**src/rtl/core/swk_pkg.sv**
```systemverilog
package swk_pkg;

	// Field widths.
	localparam int VEL_W   = 12;
	localparam int COEF_W  = 16;
	localparam int SPEED_W = 13;
	localparam int ANG_W   = 12;

	// Fixed point: integers carry 16 fraction bits inside the datapath.
	localparam int FRAC_W = 16;
	// Signed wheel vector component and its magnitude.
	localparam int VEC_W  = 30;
	localparam int MAG_W  = 28;

	// Shared multiplier.
	localparam int MUL_W  = 32;
	localparam int PROD_W = 2 * MUL_W;

	// Sum of squares and the part of it that sets the integer speed.
	localparam int SQ_W   = 57;
	localparam int SQI_W  = SQ_W - 2 * FRAC_W;

	// CORDIC datapath.
	localparam int CORD_W   = 34;
	localparam int Z_W      = 33;
	localparam int ATAN_W   = 31;
	localparam int STEPS    = 24;
	localparam int STEP_W   = 5;
	localparam int NORM_BIT = 29;

	// Arctangent of 2^-i in units of 2^-32 turn.
	function automatic logic [ATAN_W-1:0] atan_turn(input logic [STEP_W-1:0] i);
		logic [ATAN_W-1:0] a;
		case (i)
			5'd0:    a = 31'd536870912;
			5'd1:    a = 31'd316933406;
			5'd2:    a = 31'd167458907;
			5'd3:    a = 31'd85004756;
			5'd4:    a = 31'd42667331;
			5'd5:    a = 31'd21354465;
			5'd6:    a = 31'd10679838;
			5'd7:    a = 31'd5340245;
			5'd8:    a = 31'd2670163;
			5'd9:    a = 31'd1335087;
			5'd10:   a = 31'd667544;
			5'd11:   a = 31'd333772;
			5'd12:   a = 31'd166886;
			5'd13:   a = 31'd83443;
			5'd14:   a = 31'd41722;
			5'd15:   a = 31'd20861;
			5'd16:   a = 31'd10430;
			5'd17:   a = 31'd5215;
			5'd18:   a = 31'd2608;
			5'd19:   a = 31'd1304;
			5'd20:   a = 31'd652;
			5'd21:   a = 31'd326;
			5'd22:   a = 31'd163;
			5'd23:   a = 31'd81;
			default: a = '0;
		endcase
		return a;
	endfunction

endpackage

```
**src/rtl/core/swk_mul.sv**
```systemverilog
// Shared unsigned multiplier with a registered product.
module swk_mul import swk_pkg::*; (
	input  logic              clk,
	input  logic [MUL_W-1:0]  op_a,
	input  logic [MUL_W-1:0]  op_b,
	output logic [PROD_W-1:0] prod_q
);

	always_ff @(posedge clk) begin
		prod_q <= op_a * op_b;
	end

endmodule

```
**src/rtl/core/swk_isqrt.sv**
```systemverilog
// Bit-serial integer square root, two radicand bits per cycle.
module swk_isqrt import swk_pkg::*; (
	input  logic               clk,
	input  logic               arst_n,
	input  logic               start,
	input  logic [SQI_W-1:0]   radicand,
	output logic               busy,
	output logic [SPEED_W-1:0] root
);

	localparam int RW      = SQI_W + 1;
	localparam int NSTEP   = (SQI_W + 1) / 2;
	localparam int CNT_W   = $clog2(NSTEP);

	logic             busy_q;
	logic [CNT_W-1:0] cnt_q;
	logic [SQI_W-1:0] rem_q;
	logic [RW-1:0]    res_q;
	logic [RW-1:0]    bit_q;
	logic [RW-1:0]    trial;
	logic             fits;

	assign trial = res_q + bit_q;
	assign fits  = {1'b0, rem_q} >= trial;

	always_ff @(posedge clk or negedge arst_n) begin
		if (!arst_n) begin
			busy_q <= 1'b0;
			cnt_q  <= '0;
		end else if (start) begin
			busy_q <= 1'b1;
			cnt_q  <= CNT_W'(NSTEP - 1);
		end else if (busy_q) begin
			cnt_q <= cnt_q - 1'b1;
			if (cnt_q == '0) begin
				busy_q <= 1'b0;
			end
		end
	end

	always_ff @(posedge clk) begin
		if (start) begin
			rem_q <= radicand;
			res_q <= '0;
			bit_q <= RW'(1) << (2 * (NSTEP - 1));
		end else if (busy_q) begin
			if (fits) begin
				rem_q <= rem_q - trial[SQI_W-1:0];
				res_q <= (res_q >> 1) + bit_q;
			end else begin
				res_q <= res_q >> 1;
			end
			bit_q <= bit_q >> 2;
		end
	end

	assign busy = busy_q;
	assign root = res_q[SPEED_W-1:0];

endmodule

```
**src/rtl/core/swk_cordic.sv**
```systemverilog
// Vectoring CORDIC: normalizes the vector one doubling per cycle, then
// runs one shift-add rotation per cycle and accumulates the angle.
module swk_cordic import swk_pkg::*; (
	input  logic                    clk,
	input  logic                    arst_n,
	input  logic                    start,
	input  logic [MAG_W-1:0]        x_in,
	input  logic signed [VEC_W-1:0] y_in,
	output logic                    busy,
	output logic signed [Z_W-1:0]   z
);

	typedef enum logic [1:0] {PH_IDLE, PH_NORM, PH_ROT} phase_t;

	localparam logic signed [CORD_W-1:0] NORM_POS = CORD_W'(1) <<< NORM_BIT;
	localparam logic signed [CORD_W-1:0] NORM_NEG = -NORM_POS;

	phase_t                    phase_q;
	logic [STEP_W-1:0]         step_q;
	logic signed [CORD_W-1:0]  x_q;
	logic signed [CORD_W-1:0]  y_q;
	logic signed [Z_W-1:0]     z_q;
	logic signed [CORD_W-1:0]  x_sh;
	logic signed [CORD_W-1:0]  y_sh;
	logic signed [Z_W-1:0]     atan_z;
	logic                      normed;

	assign x_sh   = x_q >>> step_q;
	assign y_sh   = y_q >>> step_q;
	assign atan_z = Z_W'(atan_turn(step_q));
	assign normed = (x_q >= NORM_POS) || (y_q >= NORM_POS) || (y_q <= NORM_NEG);

	always_ff @(posedge clk or negedge arst_n) begin
		if (!arst_n) begin
			phase_q <= PH_IDLE;
			step_q  <= '0;
		end else begin
			unique case (phase_q)
				PH_IDLE: begin
					if (start) begin
						phase_q <= PH_NORM;
					end
				end
				PH_NORM: begin
					if (normed) begin
						phase_q <= PH_ROT;
						step_q  <= '0;
					end
				end
				PH_ROT: begin
					step_q <= step_q + 1'b1;
					if (step_q == STEP_W'(STEPS - 1)) begin
						phase_q <= PH_IDLE;
					end
				end
				default: phase_q <= PH_IDLE;
			endcase
		end
	end

	always_ff @(posedge clk) begin
		if (phase_q == PH_IDLE && start) begin
			x_q <= CORD_W'(x_in);
			y_q <= CORD_W'(y_in);
			z_q <= '0;
		end else if (phase_q == PH_NORM && !normed) begin
			x_q <= x_q <<< 1;
			y_q <= y_q <<< 1;
		end else if (phase_q == PH_ROT) begin
			if (y_q > 0) begin
				x_q <= x_q + y_sh;
				y_q <= y_q - x_sh;
				z_q <= z_q + atan_z;
			end else begin
				x_q <= x_q - y_sh;
				y_q <= y_q + x_sh;
				z_q <= z_q - atan_z;
			end
		end
	end

	assign busy = (phase_q != PH_IDLE);
	assign z    = z_q;

endmodule

```
**src/rtl/core/swerve_wheel_kinematics.sv**
```systemverilog
// Channel   Direction  Handshake                 Word
// in        input      in_valid / in_ready       vel_x, vel_y, vel_turn
// out       output     out_valid / out_ready     wheel_index, drive_dir, wheel_speed,
//                                                steer_angle, last_wheel
// cfg       input      cfg_wr_en (no wait)       cfg_index, cfg_data
//
// One input word yields four output words, wheel 0 to 3. The two rotation products
// are formed first. A wheel whose vector is zero goes straight to its output word;
// any other wheel waits on the CORDIC, which doubles the vector once a cycle until
// it is normalized and then rotates 24 times, while the square root runs beside it.
// The asynchronous reset returns the sequencer to idle and clears the held
// steering angles. in_ready is high only while the block is idle; each output
// word is held until it is taken, and a stall on out_ready freezes the sequence.
module swerve_wheel_kinematics import swk_pkg::*; #(
	parameter int COUNTS_PER_TURN = 4096
) (
	input  logic                      clk,
	input  logic                      arst_n,
	input  logic                      cfg_wr_en,
	input  logic [1:0]                cfg_index,
	input  logic [COEF_W-1:0]         cfg_data,
	input  logic                      in_valid,
	output logic                      in_ready,
	input  logic signed [VEL_W-1:0]   vel_x,
	input  logic signed [VEL_W-1:0]   vel_y,
	input  logic signed [VEL_W-1:0]   vel_turn,
	output logic                      out_valid,
	input  logic                      out_ready,
	output logic [1:0]                wheel_index,
	output logic [1:0]                drive_dir,
	output logic [SPEED_W-1:0]        wheel_speed,
	output logic signed [ANG_W-1:0]   steer_angle,
	output logic                      last_wheel
);

	// Register map.
	localparam logic [1:0] REG_COS = 2'd0;
	localparam logic [1:0] REG_SIN = 2'd1;

	localparam logic [COEF_W-1:0] COS_RESET = 16'd38096;
	localparam logic [COEF_W-1:0] SIN_RESET = 16'd53327;

	// Drive direction codes.
	localparam logic [1:0] DIR_STOP = 2'd0;
	localparam logic [1:0] DIR_FWD  = 2'd1;
	localparam logic [1:0] DIR_REV  = 2'd2;

	localparam logic [1:0] LAST_WHEEL = 2'd3;

	// A pure sideways vector points exactly a quarter turn away; the count is
	// kept as its low bits when it does not fit the angle field.
	localparam int                QUARTER = COUNTS_PER_TURN / 4;
	localparam logic [ANG_W-1:0]  QTR_POS = ANG_W'(QUARTER);
	localparam logic [ANG_W-1:0]  QTR_NEG = ANG_W'(-QUARTER);
	localparam logic [MUL_W-1:0]  CPT_OP  = MUL_W'(COUNTS_PER_TURN);

	typedef enum logic [3:0] {
		S_IDLE, S_RC, S_RS, S_RSC, S_VEC, S_SQX, S_SQY, S_SUM,
		S_START, S_RUN, S_SCALE, S_ANG, S_OUT
	} state_t;

	state_t                    state_q;
	logic [1:0]                w_q;
	logic [COEF_W-1:0]         cos_q;
	logic [COEF_W-1:0]         sin_q;
	logic [ANG_W-1:0]          held_q [4];

	logic signed [VEL_W-1:0]   vx_q;
	logic signed [VEL_W-1:0]   vy_q;
	logic signed [VEL_W-1:0]   vw_q;
	logic signed [VEC_W-1:0]   rc_q;
	logic signed [VEC_W-1:0]   rs_q;
	logic [MAG_W-1:0]          ax_q;
	logic [MAG_W-1:0]          ay_q;
	logic signed [VEC_W-1:0]   ys_q;
	logic [SQ_W-1:0]           sq_q;
	logic [1:0]                dir_q;
	logic [SPEED_W-1:0]        speed_q;
	logic [ANG_W-1:0]          ang_q;

	// Shared multiplier operands and product.
	logic [MUL_W-1:0]          op_a;
	logic [MUL_W-1:0]          op_b;
	logic [PROD_W-1:0]         prod_q;

	// Square root and CORDIC.
	logic                      unit_start;
	logic                      sqrt_busy;
	logic [SPEED_W-1:0]        sqrt_root;
	logic                      cord_busy;
	logic signed [Z_W-1:0]     cord_z;

	// Wheel vector formed in S_VEC.
	logic [VEL_W-1:0]          vw_mag;
	logic signed [VEC_W-1:0]   rot_mag;
	logic signed [VEC_W-1:0]   vx_f;
	logic signed [VEC_W-1:0]   vy_f;
	logic signed [VEC_W-1:0]   x_c;
	logic signed [VEC_W-1:0]   y_c;
	logic signed [VEC_W-1:0]   x_n;
	logic signed [VEC_W-1:0]   y_n;
	logic                      x_neg;
	logic                      vec_zero;

	// Angle formed in S_ANG.
	logic [Z_W-1:0]            z_mag;
	logic [ANG_W-1:0]          scaled;
	logic [ANG_W-1:0]          ang_cord;
	logic [ANG_W-1:0]          ang_new;

	assign vw_mag  = vw_q[VEL_W-1] ? (~vw_q + 1'b1) : vw_q;
	assign rot_mag = prod_q[VEC_W-1:0];

	assign vx_f = {{(VEC_W-VEL_W-FRAC_W){vx_q[VEL_W-1]}}, vx_q, FRAC_W'(0)};
	assign vy_f = {{(VEC_W-VEL_W-FRAC_W){vy_q[VEL_W-1]}}, vy_q, FRAC_W'(0)};

	// Wheels 0 and 1 sit on the side where rotation subtracts from x; wheels 0
	// and 3 on the side where it adds to y.
	assign x_c = (w_q[1] == 1'b0) ? (vx_f - rc_q) : (vx_f + rc_q);
	assign y_c = (w_q == 2'd0 || w_q == 2'd3) ? (vy_f + rs_q) : (vy_f - rs_q);

	// A backward vector is flipped and driven in reverse, so the steering
	// target stays within a quarter turn of straight ahead.
	assign x_neg    = x_c[VEC_W-1];
	assign x_n      = x_neg ? -x_c : x_c;
	assign y_n      = x_neg ? -y_c : y_c;
	assign vec_zero = (x_c == '0) && (y_c == '0);

	// The CORDIC angle is in units of 2^-32 turn; scaling by counts per turn
	// and keeping the upper word truncates toward zero on the magnitude.
	assign z_mag    = cord_z[Z_W-1] ? -cord_z : cord_z;
	assign scaled   = prod_q[2*FRAC_W +: ANG_W];
	assign ang_cord = cord_z[Z_W-1] ? -scaled : scaled;

	always_comb begin
		if (ys_q == '0) begin
			ang_new = '0;
		end else if (ax_q == '0) begin
			ang_new = ys_q[VEC_W-1] ? QTR_NEG : QTR_POS;
		end else begin
			ang_new = ang_cord;
		end
	end

	always_comb begin
		op_a = '0;
		op_b = '0;
		case (state_q)
			S_RC: begin
				op_a = MUL_W'(vw_mag);
				op_b = MUL_W'(cos_q);
			end
			S_RS: begin
				op_a = MUL_W'(vw_mag);
				op_b = MUL_W'(sin_q);
			end
			S_SQX: begin
				op_a = MUL_W'(ax_q);
				op_b = MUL_W'(ax_q);
			end
			S_SQY: begin
				op_a = MUL_W'(ay_q);
				op_b = MUL_W'(ay_q);
			end
			S_SCALE: begin
				op_a = z_mag[MUL_W-1:0];
				op_b = CPT_OP;
			end
			default: begin
				op_a = '0;
				op_b = '0;
			end
		endcase
	end

	assign unit_start = (state_q == S_START);

	swk_mul u_mul (
		.clk    (clk),
		.op_a   (op_a),
		.op_b   (op_b),
		.prod_q (prod_q)
	);

	// Only the integer part of the sum of squares matters for the truncated
	// speed, so the root is taken of its upper bits.
	swk_isqrt u_isqrt (
		.clk      (clk),
		.arst_n   (arst_n),
		.start    (unit_start),
		.radicand (sq_q[SQ_W-1 -: SQI_W]),
		.busy     (sqrt_busy),
		.root     (sqrt_root)
	);

	swk_cordic u_cordic (
		.clk    (clk),
		.arst_n (arst_n),
		.start  (unit_start),
		.x_in   (ax_q),
		.y_in   (ys_q),
		.busy   (cord_busy),
		.z      (cord_z)
	);

	// Configuration registers; writes to an index beyond the map are dropped.
	always_ff @(posedge clk or negedge arst_n) begin
		if (!arst_n) begin
			cos_q <= COS_RESET;
			sin_q <= SIN_RESET;
		end else if (cfg_wr_en) begin
			unique case (cfg_index)
				REG_COS: cos_q <= cfg_data;
				REG_SIN: sin_q <= cfg_data;
				default: ;
			endcase
		end
	end

	// Sequencer with its control and held state.
	always_ff @(posedge clk or negedge arst_n) begin
		if (!arst_n) begin
			state_q <= S_IDLE;
			w_q     <= '0;
			for (int i = 0; i < 4; i++) begin
				held_q[i] <= '0;
			end
		end else begin
			unique case (state_q)
				S_IDLE: begin
					if (in_valid) begin
						state_q <= S_RC;
					end
				end
				S_RC:    state_q <= S_RS;
				S_RS:    state_q <= S_RSC;
				S_RSC: begin
					state_q <= S_VEC;
					w_q     <= '0;
				end
				S_VEC:   state_q <= vec_zero ? S_OUT : S_SQX;
				S_SQX:   state_q <= S_SQY;
				S_SQY:   state_q <= S_SUM;
				S_SUM:   state_q <= S_START;
				S_START: state_q <= S_RUN;
				S_RUN: begin
					if (!sqrt_busy && !cord_busy) begin
						state_q <= S_SCALE;
					end
				end
				S_SCALE: state_q <= S_ANG;
				S_ANG: begin
					state_q   <= S_OUT;
					held_q[w_q] <= ang_new;
				end
				S_OUT: begin
					if (out_ready) begin
						if (w_q == LAST_WHEEL) begin
							state_q <= S_IDLE;
						end else begin
							state_q <= S_VEC;
							w_q     <= w_q + 1'b1;
						end
					end
				end
				default: state_q <= S_IDLE;
			endcase
		end
	end

	// Datapath registers.
	always_ff @(posedge clk) begin
		unique case (state_q)
			S_IDLE: begin
				if (in_valid) begin
					vx_q <= vel_x;
					vy_q <= vel_y;
					vw_q <= vel_turn;
				end
			end
			S_RS:  rc_q <= vw_q[VEL_W-1] ? -rot_mag : rot_mag;
			S_RSC: rs_q <= vw_q[VEL_W-1] ? -rot_mag : rot_mag;
			S_VEC: begin
				ax_q <= x_n[MAG_W-1:0];
				ys_q <= y_n;
				ay_q <= y_n[VEC_W-1] ? MAG_W'(-y_n) : y_n[MAG_W-1:0];
				if (vec_zero) begin
					dir_q   <= DIR_STOP;
					speed_q <= '0;
					ang_q   <= held_q[w_q];
				end else begin
					dir_q <= x_neg ? DIR_REV : DIR_FWD;
				end
			end
			S_SQY: sq_q <= prod_q[SQ_W-1:0];
			S_SUM: sq_q <= sq_q + prod_q[SQ_W-1:0];
			S_ANG: begin
				speed_q <= sqrt_root;
				ang_q   <= ang_new;
			end
			default: ;
		endcase
	end

	assign in_ready    = (state_q == S_IDLE);
	assign out_valid   = (state_q == S_OUT);
	assign wheel_index = w_q;
	assign drive_dir   = dir_q;
	assign wheel_speed = speed_q;
	assign steer_angle = ang_q;
	assign last_wheel  = (w_q == LAST_WHEEL);

`ifndef SYNTHESIS
	// The block never takes a new command while a wheel word is pending.
	a_ready_excl: assert property (@(posedge clk) disable iff (!arst_n)
		!(in_ready && out_valid))
		else $error("in_ready and out_valid high together");

	// A stopped wheel reports zero speed.
	a_stop_speed: assert property (@(posedge clk) disable iff (!arst_n)
		out_valid && drive_dir == DIR_STOP |-> wheel_speed == '0)
		else $error("stopped wheel with nonzero speed");

	// Taking the fourth word returns the block to idle.
	a_last_idle: assert property (@(posedge clk) disable iff (!arst_n)
		out_valid && out_ready && last_wheel |=> in_ready)
		else $error("not idle after the last wheel");

	// Taking any earlier word moves on to the next wheel.
	a_next_wheel: assert property (@(posedge clk) disable iff (!arst_n)
		out_valid && out_ready && !last_wheel |=>
		!in_ready && wheel_index == $past(wheel_index) + 2'd1)
		else $error("wheel sequence broken");
`endif

endmodule

```
**config.mk**
```make
export PLATFORM = sky130hd
export DESIGN_NAME = swerve_wheel_kinematics
export DESIGN_NICKNAME = d
export VERILOG_FILES = /design/src/rtl/core/swk_pkg.sv /design/src/rtl/core/swk_mul.sv /design/src/rtl/core/swk_isqrt.sv /design/src/rtl/core/swk_cordic.sv /design/src/rtl/core/swerve_wheel_kinematics.sv
export SDC_FILE = /design/constraint.sdc
export NUM_CORES = 2
export LEC_CHECK = 0
export BUFFER_PORTS_ARGS = -buffer_cell sky130_fd_sc_hd__buf_4
export CAP_MARGIN = 20
export CELL_PAD_IN_SITES_DETAIL_PLACEMENT = 1
export CELL_PAD_IN_SITES_GLOBAL_PLACEMENT = 2
export CORE_ASPECT_RATIO = 1.2
export CORE_MARGIN = 2
export CORE_UTILIZATION = 31
export CTS_CLUSTER_DIAMETER = 80
export CTS_CLUSTER_SIZE = 25
export DETAILED_ROUTE_END_ITERATION = 8
export PLACE_DENSITY = 0.65
export SKIP_CTS_REPAIR_TIMING = 1
export SLEW_MARGIN = 15
export SYNTH_ARGS = -nofsm -noshare
export SYNTH_HDL_FRONTEND = slang
export SYNTH_SLANG_ARGS = --single-unit
```
**constraint.sdc**
```tcl
create_clock -name clk -period 15.9 [get_ports clk]
set_clock_uncertainty 0.2 [all_clocks]
set_input_delay 3.18 -clock clk [delete_from_list [all_inputs] [get_ports clk]]
set_output_delay 3.18 -clock clk [all_outputs]
set_load 0.05 [all_outputs]
```
# --- Word level (Yosys, flattened, before mapping) ---
# Memories as Yosys holds them, arrays and structs flattened.
# Cells that the tools add are included.
totals:
  mem_bits_ro: 960
  out_inout_bits: 32
  latch_bits: 0
  wordCells: 194
  memories: 1
  ff_bits: 586
  ram_bits: 0
  inputBits: 59
mem_list:
  columns: ["memory", "words", "width", "rd", "rd_clocked_by_memory_dff", "write_ports", "line_no", "text"]
  rows:
  - ["(no name shown)", 32, 30, 1, 0, 0, "swk_pkg.sv:34", "case (i)"]
op_classes:
  bitwise_logic: 3
  shifts: 2
  n_reduce_logical: 40
  n_div: 0
  n_eq_ne: 25
  mul: 1
  n_lt_le_gt_ge: 7
  mux: 59
  addsub: 24
op_table:
  columns: ["cell", "n"]
  rows:
  - ["$mux 34", 7]
  - ["$pmux 28 s5", 1]
  - ["$pmux 32 s4", 1]
  - ["$mux 30", 4]
  - ["$pmux 57 s2", 1]
  - ["$mux 12", 9]
  - ["$logic_not 30->1", 3]
  - ["$mux 28", 3]
  - ["$mux 25", 3]
  - ["$add 34x34->34", 2]
  - ["$ge 34x31->1 const B", 2]
  - ["$sshr 34x5->34", 2]
  - ["$sub 34x34->34", 2]
  - ["$add 28x30->30", 2]
  - ["$neg 30->30", 2]
  - ["$sub 28x30->30", 2]
  - ["$add 57x57->57", 1]
  - ["$mul 32x28->57", 1]
  - ["$neg 28->28", 2]
  - ["$pmux 4 s13", 1]
  - ["$bwmux 48", 1]
  - ["$gt 34x1->1 const B", 1]
  - ["$le 34x30->1 const B", 1]
  - ["$add 33x32->33", 1]
  - ["52 further kinds", 106]

# --- Logic depth before layout (Yosys ltp) ---
logic_depth:
  word_depth: 7
  mapped_depth: 40
  mapped_depth_nobuf: 38

# --- Modules after synthesis ---
# Synthesis repeated with hierarchy kept, for this count alone.
hier_totals:
  cells_unflattened: 8976
  hier_area_um2: 81135.3
by_module_without_submodules:
  columns: ["mod", "area_per_inst_um2", "instances", "seq_area_each_um2", "cells_each"]
  rows:
  - ["swk_mul", 34660.7, 1, 1281.2, 3766]
  - ["swerve_wheel_kinematics", 24423.4, 1, 10127.2, 2489]
  - ["swk_cordic", 16349.4, 1, 2817.7, 2056]
  - ["swk_isqrt", 5701.7, 1, 1656.6, 665]

# --- Worst setup path before layout ---
# Ideal clock, no wire load.
synth_timing:
  kind: "register to register"
  from: "register u_cordic.z_q[6] (netlist: u_cordic.z[6])"
  to: "register u_mul.prod_q[55]"
  arrival_ps: 9732
  n_path_buf: 2
  path_slack_ps: 5846
  stages_incl_launch_ff: 38
  required_ps: 15578
  setup_time_ps: 122
  synth_period_minus_slack_ps: 10054
  path_cell_list: "dfxtp_1 -> or4_1 -> nor2_1 -> nand3_1 -> or4_1 -> or4_1 -> nand2b_1 -> o21ai_0 -> xor2_1 -> o21ai_1 -> clkbuf_1 -> nand2_1 -> inv_1 -> fa_1 -> fa_1 -> inv_1 -> fa_1 -> fa_1 -> (+2 left out) -> inv_1 -> fa_1 -> fa_1 -> inv_1 -> ha_1 -> clkbuf_1 -> a21o_1 -> a21o_1 -> a211oi_1 -> nand3_1 -> a2111oi_0 -> nor3_1 -> a31oi_1 -> o31a_1 -> o21ai_0 -> a31oi_1 -> nor4_1 -> a311o_1"
synth_between:
  elab_chain_len: 4
synth_rtl:
  columns: ["element", "line_no", "text"]
  rows:
  - ["start: declaration", "swk_cordic.sv:22", "logic signed [Z_W-1:0] z_q;"]
  - ["start signal: assignment", "swk_cordic.sv:73", "z_q <= z_q + atan_z;"]
  - ["start signal: assignment", "swk_cordic.sv:77", "z_q <= z_q - atan_z;"]
  - ["$neg 32->32", "swerve_wheel_kinematics.sv:131", "assign z_mag = cord_z[Z_W-1] ? -cord_z : cord_z;"]
  - ["$mux 32 (*)", "swerve_wheel_kinematics.sv:131", null]
  - ["$pmux 32 s4 (*)", "swerve_wheel_kinematics.sv:148", "case (state_q)"]
  - ["$mul 32x28->57 (*)", "swk_mul.sv:10", "prod_q <= op_a * op_b;"]
  - ["end signal: assignment", "swk_mul.sv:10", null]
  - ["end: declaration", "swk_mul.sv:6", "output logic [PROD_W-1:0] prod_q"]
# Mark *: on every way between the ends. The rest lies on a longest branch, timed or not.
# A chain may end at the register's enable or synchronous reset.

# --- Worst setup path after layout ---
# Same ends and word-level chain as after synthesis.

==> run_results.csv <==
group,metric,value,unit
route,remaining_drc_errors,0,
placed_design,pre_cts_slack,4090,ps
placed_design,port_buffers,90,
logic_synthesis,synth_top_area_share,21.2,%
setup_path,rr_startpoint,"u_cordic.z[6]",
logic_synthesis,synth_compound_area_share,14.3,%
logic_synthesis,ys.flop_type,"edfxtp_1",
timing,setup_viol,0,
timing,final_max_slew_viol_count,0,
floorplanning,start_util,31.2,%
setup_path,path_class,"register to register",
timing,tns,0,ps
setup_path,slowest_delay,650,ps
timing,slew_headroom,25.3,%
floorplanning,io_pins,91,
clock_network,cts_tree,"done",
route,via_per_inst,5.23,
logic_synthesis,syn_avg_cell_area,8.95,µm²
logic_synthesis,async_reset_ff_share,16.8,%
logic_synthesis,synth_area_leader_cell,"fa_1",
timing,finalCriticalPeriod,11910,ps
clock_network,clk_latency,740,ps
logic_synthesis,synthMuxAreaShare,5.53,%
route,antenna_left,0,
min_path,holdCritPathClass,"register to register",
placed_design,place_congestion,0.909,
logic_synthesis,synth_xor_area_share,6.49,%
global_routing,grt_overflow,0,
route,routedWlPerCell,24.1,µm
route,routed_wl,277,mm
final_layout,final-seq-area,15800,µm²
timing,hold_viol,0,
global_routing,grt_pass1_wl,419,mm
setup_path,slowest_stage,"fa_1",
final_layout,layout-drive-gt1-share,7.76,%
global_routing,grt_max_degree,71,
timing,fmax,84.0,MHz
logic_synthesis,synth_edf_count,352,
timing,worst-slew-pin-transition,1120,ps
clock_network,cts_sinks,585,
clock_network,htree_num_levels,2,
logic_synthesis,yosysMostFrequentCell,"inv_1",
setup_path,worst_setup_path_start_kind,"register",
global_routing,grt_use_total,22.7,%
logic_synthesis,yosysSeqAreaShare,21.3,%
clock_network,cts_root_buf,"clkbuf_16",
job,maxCapViolCount,0,
floorplanning,fp.dieW,450,µm
route,drtIter0Drc,3117,
timing,fin_crit_sh,74.9,%
final_layout,layout.nets,9604,
route,vias,60200,
final_layout,multi_input_area,52600,µm²
logic_synthesis,synth.distinct_cells,131,
placed_design,dp_hpwl,225,mm
setup_path,worstSetupEndpointType,"register",
outcome,status,"finished, final reports clean",
logic_synthesis,syn_area,74000,µm²
setup_path,crit_top_cell,"fa_1",
global_routing,antenna_found_initial,10,
clock_network,path_clk_slew,80,ps
setup_path,crit_start,"u_cordic.z[6]",
clock_network,cts_buffer_depth,3,
logic_synthesis,yosys_warnings,0,
floorplanning,die_area,243000,µm²
global_routing,grt_pass1_vias,65100,
route,firstDrtPassIters,5,
floorplanning,die_h,539,µm
logic_synthesis,synthCells,8267,
min_path,min_from,"held_q[20]",
logic_synthesis,synth-simple-area-share,14.8,%
final_layout,area_growth_syn_to_layout,8.89,%
setup_path,crit_path_max_fanout,14,
timing,grt_setup_unrepaired,"no",
floorplanning,core-area,237000,µm²
clock_network,cts_buffers,51,
setup_path,critical_path_arrival,12300,ps
floorplanning,rows,196,
logic_synthesis,synth_top_family_by_area,"adder cells",
timing,fin_ws,3990,ps
logic_synthesis,synth.ff_latch_count,585,
logic_synthesis,synthAdderAreaFrac,29.2,%
setup_path,critPathRequiredTime,16290,ps
final_layout,fillCellCount,27800,
logic_synthesis,synthTopCellsByArea,"fa_1 (21%), edfxtp_1 (14%), ha_1 (8.0%)",
logic_synthesis,synth_common_cells,"inv_1 (1228), nand2_1 (920), fa_1 (783), nor2_1 (759), ha_1 (474)",
worst paths after layout:
check	end	depth (start not counted)	slack, ps
setup / recovery	u_mul.prod_q[55]	37	3990
hold / removal	held_q[20]	2	280
setup reg to reg	u_mul.prod_q[55]	37	3990
hold reg to reg	held_q[20]	2	280
max in group asynchronous	u_cordic.step_q[0]	2	11690
min in group asynchronous	held_q[6]	1	2290
registers in the layout, indices dropped and copies added (netlist names), 5 cells and up:
name,count
ax_q,28
ay_q,28
cos_q,16
held_q,48
rc_q,30
rs_q,30
sin_q,16
sq_q,57
steer_angle,12
u_cordic.step_q,5
u_cordic.x_q,34
u_cordic.y_q,34
u_cordic.z,33
u_isqrt.bit_q,13
u_isqrt.rem_q,25
u_isqrt.res_q,26
u_mul.prod_q,57
vw_q,12
vx_q,12
vy_q,12
wheel_speed,13
ys_q,29
stage by stage:
stage	utilization [%]	area, µm²	instances	hold WS, ps
6_report	33.9	80500	11500	279
5_1_grt	33.9	80500	11500	303
4_1_cts	33.9	80500	11500	284
3_5_place_dp	33.1	78600	11400	265
3_3_place_gp	33.1	78600	11400	254
2_1_floorplan	-	74300	8367	224
worst max-delay path: cells and delay by family (launching register included):
family / cells / cell delay, ps
xor gates and xnor gates: 1 / 430
DFF: 1 / 380
and+or+nand+nor: 14 / 3160
adders and majority gates: 8 / 4150
AOI/OAI and AO/OA: 9 / 2930
buffers and inverters: 5 / 560
kinds of logic after synthesis:
family          after synthesis
fa+ha+maj                  1257
flops                       585
mux                         242
compound gates             1632
simple gates               2407
other cells                   2
buf+inv                    1598
xor+xnor                    544
routing by layer:
layer	track usage (%)	routed length [µm]	vias to the layer above
met5	0	13	-
li1	-	-	27700
met3	1.57	6980	396
met1	26.7	111000	31100
met4	10.9	15100	2
met2	41.7	144000	966
final cells by class:
type | instances | share of cell area, %
multi-input cells | 6184 | 65.3
flip-flops and latches | 585 | 19.6
inverters | 1237 | 5.77
well taps | 3168 | 4.92
repair buffers | 229 | 2.14
clock buffers | 55 | 1.64
clock inverters | 40 | 0.698
diodes | 3 | 0.00932
placed cells by master (no fill, tap or decap), types with 91 or more instances in the layout:
master,netlist,final
a21oi_1,431,431
buf_4,11,227
dfxtp_1,135,134
inv_1,1228,1226
fa_1,783,783
xor2_1,229,229
a31oi_1,91,91
nor3_1,111,100
a21o_1,150,150
nand2_1,920,919
conb_1,2,102
nor2_1,759,752
xnor2_1,311,311
ha_1,474,473
nand3_1,100,99
edfxtp_1,352,352
o31ai_1,99,99
o21ai_0,367,361
Power is left out: the tool's default activity adds up to more than one toggle a clock period on the data nets, which glitch-free logic cannot reach.
